<file path="src/hw/rtl/lcs_pkg.sv">
// ----------------------------------------------------------------------------
// lcs_pkg
// Shared types, constants and index helpers for the toroidal life-cell
// stepper: grid geometry, operation codes and the command queue entry.
// ----------------------------------------------------------------------------
package lcs_pkg;

    // Grid geometry
    localparam int GRID_SIDE = 128;
    localparam int IDX_W     = $clog2(GRID_SIDE);
    localparam int COORD_W   = 7;

    // Command queue between front and back
    localparam int QUEUE_DEPTH = 2;
    localparam int QPTR_W      = $clog2(QUEUE_DEPTH);
    localparam int QCNT_W      = $clog2(QUEUE_DEPTH + 1);

    // Configuration port
    localparam int                 APB_ADDR_W = 3;
    localparam int                 APB_DATA_W = 32;
    localparam logic               REG_RCO    = 1'b0;   // word index of the report-mode register

    typedef logic [IDX_W-1:0]   idx_t;
    typedef logic [COORD_W-1:0] coord_t;
    typedef logic [GRID_SIDE-1:0] row_t;

    typedef enum logic [1:0] {
        OP_WRITE  = 2'd0,
        OP_EVAL   = 2'd1,
        OP_COMMIT = 2'd2
    } op_t;

    // One classified command waiting for the back end
    typedef struct packed {
        op_t    op;
        coord_t x;
        coord_t y;
        logic   wval;
    } cmd_t;

    typedef enum logic [2:0] {
        BK_IDLE,
        BK_WR_MOD,
        BK_EV_ABOVE,
        BK_EV_MID,
        BK_EV_BELOW
    } back_state_t;

    function automatic idx_t to_idx(input coord_t c);
        return IDX_W'(c);
    endfunction

    function automatic idx_t idx_prev(input idx_t i);
        return (i == '0) ? IDX_W'(GRID_SIDE - 1) : i - 1'b1;
    endfunction

    function automatic idx_t idx_next(input idx_t i);
        return (i == IDX_W'(GRID_SIDE - 1)) ? '0 : i + 1'b1;
    endfunction

endpackage

</file>
<file path="src/hw/rtl/lcs_cmd_queue.sv">
// ----------------------------------------------------------------------------
// lcs_cmd_queue
// Short command FIFO that decouples the front from the back end.
// ----------------------------------------------------------------------------
module lcs_cmd_queue
    import lcs_pkg::*;
(
    input  logic clk,
    input  logic rst_n,
    input  logic push,
    input  cmd_t push_cmd,
    input  logic pop,
    output cmd_t head,
    output logic empty,
    output logic full
);

    cmd_t              entry_reg [QUEUE_DEPTH];
    logic [QPTR_W-1:0] wr_ptr_reg;
    logic [QPTR_W-1:0] wr_ptr_next;
    logic [QPTR_W-1:0] rd_ptr_reg;
    logic [QPTR_W-1:0] rd_ptr_next;
    logic [QCNT_W-1:0] count_reg;
    logic [QCNT_W-1:0] count_next;

    assign empty = (count_reg == '0);
    assign full  = (count_reg == QCNT_W'(QUEUE_DEPTH));
    assign head  = entry_reg[rd_ptr_reg];

    // Advance pointers and occupancy
    always_comb
    begin
        wr_ptr_next = wr_ptr_reg;
        rd_ptr_next = rd_ptr_reg;
        count_next  = count_reg;
        if (push)
        begin
            wr_ptr_next = (wr_ptr_reg == QPTR_W'(QUEUE_DEPTH - 1)) ? '0 : wr_ptr_reg + 1'b1;
        end
        if (pop)
        begin
            rd_ptr_next = (rd_ptr_reg == QPTR_W'(QUEUE_DEPTH - 1)) ? '0 : rd_ptr_reg + 1'b1;
        end
        if (push && !pop)
        begin
            count_next = count_reg + 1'b1;
        end
        else if (pop && !push)
        begin
            count_next = count_reg - 1'b1;
        end
    end

    always_ff @(posedge clk or negedge rst_n)
    begin
        if (!rst_n)
        begin
            wr_ptr_reg <= '0;
            rd_ptr_reg <= '0;
            count_reg  <= '0;
        end
        else
        begin
            wr_ptr_reg <= wr_ptr_next;
            rd_ptr_reg <= rd_ptr_next;
            count_reg  <= count_next;
        end
    end

    // Hold the pushed command
    always_ff @(posedge clk)
    begin
        if (push)
        begin
            entry_reg[wr_ptr_reg] <= push_cmd;
        end
    end

endmodule

</file>
<file path="config.mk">
export PLATFORM = sky130hd
export DESIGN_NAME = lcs_cmd_queue
export DESIGN_NICKNAME = d
export VERILOG_FILES = /design/src/hw/rtl/lcs_pkg.sv /design/src/hw/rtl/lcs_cmd_queue.sv
export SDC_FILE = /design/constraint.sdc
export NUM_CORES = 1
export LEC_CHECK = 0
export BUFFER_PORTS_ARGS = -buffer_cell sky130_fd_sc_hd__buf_4
export CAP_MARGIN = 15
export CORE_ASPECT_RATIO = 2
export CORE_MARGIN = 2
export CORE_UTILIZATION = 40
export DETAILED_ROUTE_END_ITERATION = 7
export GPL_TIMING_DRIVEN = 1
export PLACE_DENSITY = 0.62
export SETUP_SLACK_MARGIN = 0.1
export SLEW_MARGIN = 5
export SYNTH_ARGS = -nofsm -noshare
export SYNTH_HDL_FRONTEND = slang
export SYNTH_SLANG_ARGS = --single-unit
</file>
<file path="constraint.sdc">
create_clock -name clk -period 1.9 [get_ports clk]
set_input_delay 0.285 -clock clk [delete_from_list [all_inputs] [get_ports clk]]
set_output_delay 0.285 -clock clk [all_outputs]
set_load 0.01 [all_outputs]
</file>
==> summary.txt, run 1 <==
Outcome
  – Status: finished clean

Yosys
  – Yosys warning count: 0
  – Share of synthesized area spent on multiplexers: 15.4%
  – Average instance area after synthesis: 21.2 um^2
  – Number of distinct library cells after synthesis: 13
  – Library cell occupying the most area in the post-synthesis netlist: edfxtp_1
  – Nets in the synthesized netlist: 91
  – Main combinational cell family by area after synthesis: multiplexers
  – Post-synthesis cell area: 1460 um^2
  – Synthesized-area fraction occupied by and/or/nand/nor cells: 1.79%
  – Adder-cell share of the synthesized area: 0.855%
  – Largest cells by area after synthesis: edfxtp_1, mux2_4, dfrtp_1
  – Number of flip-flops and latches in the synthesized netlist: 38
  – Xor/xnor cell area share of the yosys netlist: 2.99%
  – Synth Area in Compound Gates: 0%
  – Area share of the largest cell type after synthesis: approximately 70%
  – Cell count after synthesis: between 60 and 70
  – Share of synthesized area occupied by flip-flops and latches: roughly 77%

Routing
  – Mean number of vias per cell: 4.31
  – Vias: 729
  – DRC violations left: 0
  – Iteration-0 DRC count of the detailed router: 14
  – Post-DR wirelength/cell: approximately 13 um
  – Antenna-violating nets left: 0
  – Drt pass-1 iters: 3
  – Routed Wire Length: about 2.2 mm

Final layout
  – Final Cell Area: around 1900 um^2
  – Largest register FFs: 34
  – Area delta synth->final: 31.7%
  – Fraction of layout cells with a size suffix above 1: a little under three fifths
  – Final std cells w/o fill: 169
  – Net count, final: 141
  – Commonest non-fill, non-tap cell in the layout: buf_4
  – Diodes inserted: 0
  – Commonest non-fill, non-tap cells in the layout: buf_4, edfxtp_1, mux2_4

STA
  – Hold Violations, Final: 0
  – Finish-stage setup viols: 0
  – Maximum achievable frequency: 615 MHz
  – Hold_ws: 183 ps
  – Setup repair after global routing missed its margin: no
  – Worst-case clock skew: 7.00 ps
  – Headroom to the max-slew limit: roughly three quarters
  – Setup tns final: 0 ps
  – Final WS setup: 274 ps
  – Time the worst path needs with I/O delays and setup: 1630 ps
  – Count of final max-slew check failures: 0
  – Transition time at the pin with the least slew margin: 378 ps
  – Final period utilization: a little under nine tenths

Global routing
  – GRT Max-Usage Layer: met2
  – Number of global-route vias before repair: 760
  – Fraction of met1 tracks used by global routing: 11.6%
  – Global-route wire length before repair: 3.33 mm
  – Pin count of the biggest net entering global routing: 12
  – Aggregate global-route resource usage: 12.0%
  – Met3 Resource Use GR: 4.04%
  – Antenna violations before repair: 0
  – Met2 Resource Use GR: 20.8%
  – Overflow after GRT: 0

Placement
  – Pre-CTS setup slack: 569 ps
  – Post-detail-place hpwl: 1.69 mm
  – Instance count after placement with tap cells included: 160
  – Routability congestion estimate: 0.626
  – Placed Instance Area: 1830 um^2
  – Number of buffers inserted by port buffering: 39

Clock network
  – Sink count of the clock tree: 38
  – Clock tree from TritonCTS: yes
  – Clock buffer depth: 2
  – Clk root buf: clkbuf_8
  – CTS H-tree lvls: 2
  – Worst skew pair latency: 280 ps
  – CTS buffer count: 5
  – Clock Pin Slew Worst Setup and Hold Paths: 70 ps

Floorplanning
  – Placeable core region: 3570 um^2
  – Overall die width: 46.8 um
  – Die H: 89.6 um
  – Num ports: 40
  – Placement Rows: 31
  – Area enclosed by the die boundary: 4190 um^2
  – Initial Utilization: between 40% and 50%

Critical path
  – Required time of the worst setup path: around 1600 ps
  – Worst EP arrival: 1340 ps
  – Critical Path Fanout Max: 10
  – Type of element capturing the critical path: primary output
  – Critical path class: reg2out
  – Startpoint kind of the worst setup timing path: flop
  – Register-to-register setup slack: 560 ps

Pwr
  – Switching share of total power: 26.8%
  – Comb power frac: about a third
  – Clock network fraction of total power: 20.1%
  – Areal power density over the cells: 1380 nW/um^2
  – Leakage: 0.783 nW
  – Share of total power in sequential cells: 44.7%
  – Internal power: 1.95 mW
  – P_sw: just over 0.7 mW
  – Peak supply drop: 0.778 mV

Job
  – Count of maximum capacitance violations: 0

Min path
  – Type of the tightest min-delay check: in2reg
[cell usage after synthesis]
library cell	n
edfxtp_1	34
ha_1	1
buf_12	1
nor2b_1	2
inv_1	1
nor2_1	2
mux2_2	8
mux2_4	9
xnor2_1	1
buf_6	1
dfrtp_1	4
xor2_1	4
and2_1	1
[final timing paths]
kind,start,endpoint,cells past startpoint
worst max-delay path,rd_ptr_reg,head[8],3
worst min-delay path,pop,rd_ptr_reg,2
worst max register to register,wr_ptr_reg,entry_reg[1][7],2
worst min register to register,count_reg[1],count_reg[1],1
max in group asynchronous,rst_n,rd_ptr_reg,2
min in group asynchronous,rst_n,wr_ptr_reg,2
[cell type report]
| type | instances | area [um^2] |
|---|---|---|
| fillers | 327 | 1640 |
| flip-flops and latches | 38 | 1120 |
| repair buffers | 45 | 340 |
| multi-input cells | 28 | 310 |
| clock buffers | 7 | 86.3 |
| well taps | 49 | 61.3 |
| clock inverters | 1 | 5.00 |
| inverters | 1 | 3.75 |
[layer usage]
metal | share of wire, % | vias up
met5 | 0 | -
met4 | 1.2 | 0
met3 | 5.4 | 2
met2 | 57 | 26
met1 | 36 | 345
li1 | - | 356
[critical path, stage by stage, from the launching register on]
cell and delay, ps:
dfrtp_1 350, buf_4 220, mux2_2 360, buf_4 140
[kinds of logic after synthesis]
group | Yosys count
AND/OR/NAND/NOR | 5
multiplexers | 17
XOR/XNOR | 5
adder cells (fa/ha/maj) | 1
buffers and inverters | 3
flip-flops | 38
[power groups by stage]
stage / clock [mW] / sequential (mW) / combinational (mW)
2_1_floorplan: 0 / 1.19 / 0.601
3_3_place_gp: 0 / 1.20 / 0.941
3_5_place_dp: 0 / 1.21 / 0.954
4_1_cts: 0.556 / 1.19 / 0.956
5_1_grt: 0.596 / 1.21 / 1.02
6_report: 0.535 / 1.19 / 0.935
[metrics by stage]
stage          utilization, %  total power, mW
6_report                 54.0             2.66
5_1_grt                  54.0             2.82
4_1_cts                  54.0             2.71
3_5_place_dp             51.2             2.16
3_3_place_gp             51.2             2.14
2_1_floorplan               -             1.79
[timing repair]
| item | in CTS | in global routing |
|---|---|---|
| hold buffers | 1 | 0 |
| setup buffers | 0 | 0 |
| setup endpoints to repair | 0 | 0 |
| endpoints found under the hold margin | 4 | 0 |
| gates resized for setup | 0 | 0 |
(Power assumes the default switching activity.)
==> run 2: changes to the inputs <==
Settings changed: CORE_UTILIZATION 40 to 45, PLACE_DENSITY 0.62 to 0.71, TNS_END_PERCENT set to 1.
Clock period 1.9 ns to 1.4 ns, I/O delays scaled along.
==> run 2 against run 1 <==
Against the previous run:
- the flow now finishes with violations (negative setup slack)
- clock-buffer cell count did not move
- cell count down 8.9%
- hold slack got worse by 76 ps
- utilization grew 10 points
- first-iteration DRC count up 50%
- global-route usage grew 2.9 points
- non-clock buffer count increased by 3
- design area increased by 5.6%
- critical path type unchanged
- critical endpoint is now head[13]
- largest cell class unchanged
==> summary.txt, run 2 (synthesized netlist as in run 1, its figures left out) <==
Clock network
  – # Post-CTS Setup Buffers: 0 (unchanged)
  – CTS buffer count: 5 (unchanged)
  – CTS H-tree lvls: 2 (unchanged)
  – Clk root buf: clkbuf_8 (unchanged)
  – Clock buffer depth: 2 (unchanged)
  – Clock tree from TritonCTS: yes (unchanged)
  – Worst skew pair latency: 280 ps (about the same)
  – Clock Pin Slew Worst Setup and Hold Paths: 70 ps (about the same)
  – Sink count of the clock tree: 38 (unchanged)

Outcome
  – Violations in the final reports: negative setup slack
  – Status: finished, violations left (was finished clean)

Critical path
  – R2r worst-path depth: 2 (unchanged)
  – Reg2Reg Capture Point: entry_reg[0][10] (was entry_reg[1][7])
  – Critical Path Fanout Max: 5 (was 10)
  – Origin of the worst setup path: rd_ptr_reg (unchanged)
  – Startpoint kind of the worst setup timing path: flop (unchanged)
  – Register-to-register setup slack: 370 ps (was 560 ps)
  – Required time of the worst setup path: 1190 ps (was 1620 ps)
  – Type of element capturing the critical path: primary output (unchanged)
  – Critical path class: reg2out (unchanged)
  – Worst r2r src: wr_ptr_reg (unchanged)
  – Worst EP arrival: 1320 ps (was 1340 ps)
  – Termination of the worst setup path: head[13] (was head[8])

Final layout
  – Largest register FFs: 34 (unchanged)
  – Area delta synth->final: 39.1% (was 31.7%)
  – Net count, final: 144 (was 141)
  – Final std cells w/o fill: 154 (was 169)
  – Commonest non-fill, non-tap cells in the layout: edfxtp_1, buf_4, buf_6 (was buf_4, edfxtp_1, mux2_4)
  – Fraction of layout cells with a size suffix above 1: 59.3% (was 57.5%)
  – Diodes inserted: 0 (unchanged)
  – Commonest non-fill, non-tap cell in the layout: edfxtp_1 (was buf_4)
  – Final Cell Area: 2040 um^2 (was 1930 um^2)

Pwr
  – Comb power frac: 39.5% (was 35.2%)
  – Clock network fraction of total power: 19.4% (was 20.1%)
  – Switching share of total power: 26.9% (was 26.8%)
  – Leakage: 0.848 nW (was 0.783 nW)
  – Design Power: 4.02 mW (was 2.66 mW)
  – Internal power: 2.93 mW (was 1.95 mW)
  – P_sw: 1.08 mW (was 0.713 mW)
  – Peak supply drop: 1.20 mV (was 0.778 mV)
  – Share of total power in sequential cells: 41.1% (was 44.7%)
  – Areal power density over the cells: 1970 nW/um^2 (was 1380 nW/um^2)

Placement
  – Post-detail-place hpwl: 1.76 mm (was 1.69 mm)
  – Placed Instance Area: 1810 um^2 (was 1830 um^2)
  – Number of buffers inserted by port buffering: 39 (unchanged)
  – Instance count after placement with tap cells included: 143 (was 160)
  – Routability congestion estimate: 0.612 (was 0.626)

Routing
  – Mean number of vias per cell: 5.03 (was 4.31)
  – DRC violations left: 0 (unchanged)
  – Drt pass-1 iters: 4 (was 3)
  – Iteration-0 DRC count of the detailed router: 21 (was 14)
  – Routed Wire Length: 2.55 mm (was 2.22 mm)
  – Post-DR wirelength/cell: 16.6 um (was 13.1 um)
  – Antenna-violating nets left: 0 (unchanged)
  – Vias: 774 (was 729)

Floorplanning
  – Num ports: 40 (unchanged)
  – Placeable core region: 3160 um^2 (was 3570 um^2)
  – Overall die width: 44.3 um (was 46.8 um)
  – Area enclosed by the die boundary: 3750 um^2 (was 4190 um^2)
  – Die H: 84.7 um (was 89.6 um)
  – Placement Rows: 29 (was 31)
  – Initial Utilization: 46.4% (was 41.0%)

STA
  – Setup repair after global routing missed its margin: yes (was no)
  – Worst-case clock skew: 4.51 ps (was 7.00 ps)
  – Time the worst path needs with I/O delays and setup: 1530 ps
  – Count of final max-slew check failures: 0 (unchanged)
  – Final period utilization: 109%
  – Maximum achievable frequency: 655 MHz
  – Transition time at the pin with the least slew margin: 170 ps (was 378 ps)
  – Finish-stage setup viols: 17 (was 0)
  – Hold Violations, Final: 0 (unchanged)
  – Headroom to the max-slew limit: 88.7% (was 74.8%)
  – Final WS setup: -127 ps (was 274 ps)

Min path
  – Type of the tightest min-delay check: in2reg (unchanged)

Global routing
  – Aggregate global-route resource usage: 14.8% (was 12.0%)
  – Pin count of the biggest net entering global routing: 12 (unchanged)
  – Number of global-route vias before repair: 868 (was 760)
  – Global-route wire length before repair: 3.75 mm (was 3.33 mm)
  – Overflow after GRT: 0 (unchanged)
  – Antenna violations before repair: 0 (unchanged)

Job
  – Count of maximum capacitance violations: 0 (unchanged)
-- run 2: changes by cell type in the layout (fill, tap and decap cells not counted), sizes merged --
| cell | change |
|---|---|
| buf | +3 |
-- run 2: cell type report --
type | instances | area [um^2]
Timing Repair Buffer | 48 | 442
Clock inverter | 1 | 3.75
Multi-Input combinational cell | 28 | 329
Inverter | 1 | 3.75
Fill cell | 242 | 1120
Clock buffer | 7 | 96.3
Sequential cell | 38 | 1120
Tap cell | 31 | 38.8
-- run 2: what timing repair did --
action / 4_1_cts / 5_1_grt
hold endpoints to repair: 4 / 0
hold buffers: 1 / 0
gates resized for setup: 11 / 19
setup endpoints to repair: 17 / 17
cloned: 0 / 2
-- run 2: worst max-delay path, cell delays in order (launching register included) --
cell and delay (ps):
dfrtp_2 450, buf_6 160, mux2_4 300, buf_6 120
-- run 2: routing by layer --
layer	up-vias	part of all wire, %	global-route usage, %
met4	0	2.7	10.7
met3	5	3.9	4.73
li1	361	-	-
met2	23	60	26.7
met5	-	0	0
met1	385	33	12.3
-- run 2: worst min-delay path by stage --
stage | start | to | depth (start not counted)
5_1_grt | push_cmd[15] | entry_reg[0][15] | 1
6_report | push_cmd[15] | entry_reg[0][15] | 1
3_5_place_dp | rst_n | count_reg[0] | 1
4_1_cts | push_cmd[11] | entry_reg[0][11] | 1
3_3_place_gp | rst_n | count_reg[1] | 1
2_1_floorplan | rst_n | count_reg[0] | 0
-- run 2: through the flow --
| stage | util [%] | setup slack, ps | setup TNS [ps] | hold slack (ps) |
|---|---|---|---|---|
| final | 64.5 | -127 | -2010 | 106 |
| after floorplan | - | 131 | 0 | -85.6 |
| after global placement | 57.4 | 192 | 0 | 12.7 |
| after CTS | 62.2 | -132 | -1990 | 95.4 |
| after detailed placement | 57.4 | 178 | 0 | 11.9 |
| after global routing | 64.5 | -166 | -2690 | 92.9 |
-- run 2: power by group through the flow --
stage	clock (mW)	sequential (mW)	combinational, mW
2_1_floorplan	0	1.62	0.818
3_3_place_gp	0	1.63	1.28
3_5_place_dp	0	1.65	1.30
4_1_cts	0.810	1.63	1.41
5_1_grt	0.851	1.68	1.68
6_report	0.780	1.65	1.59
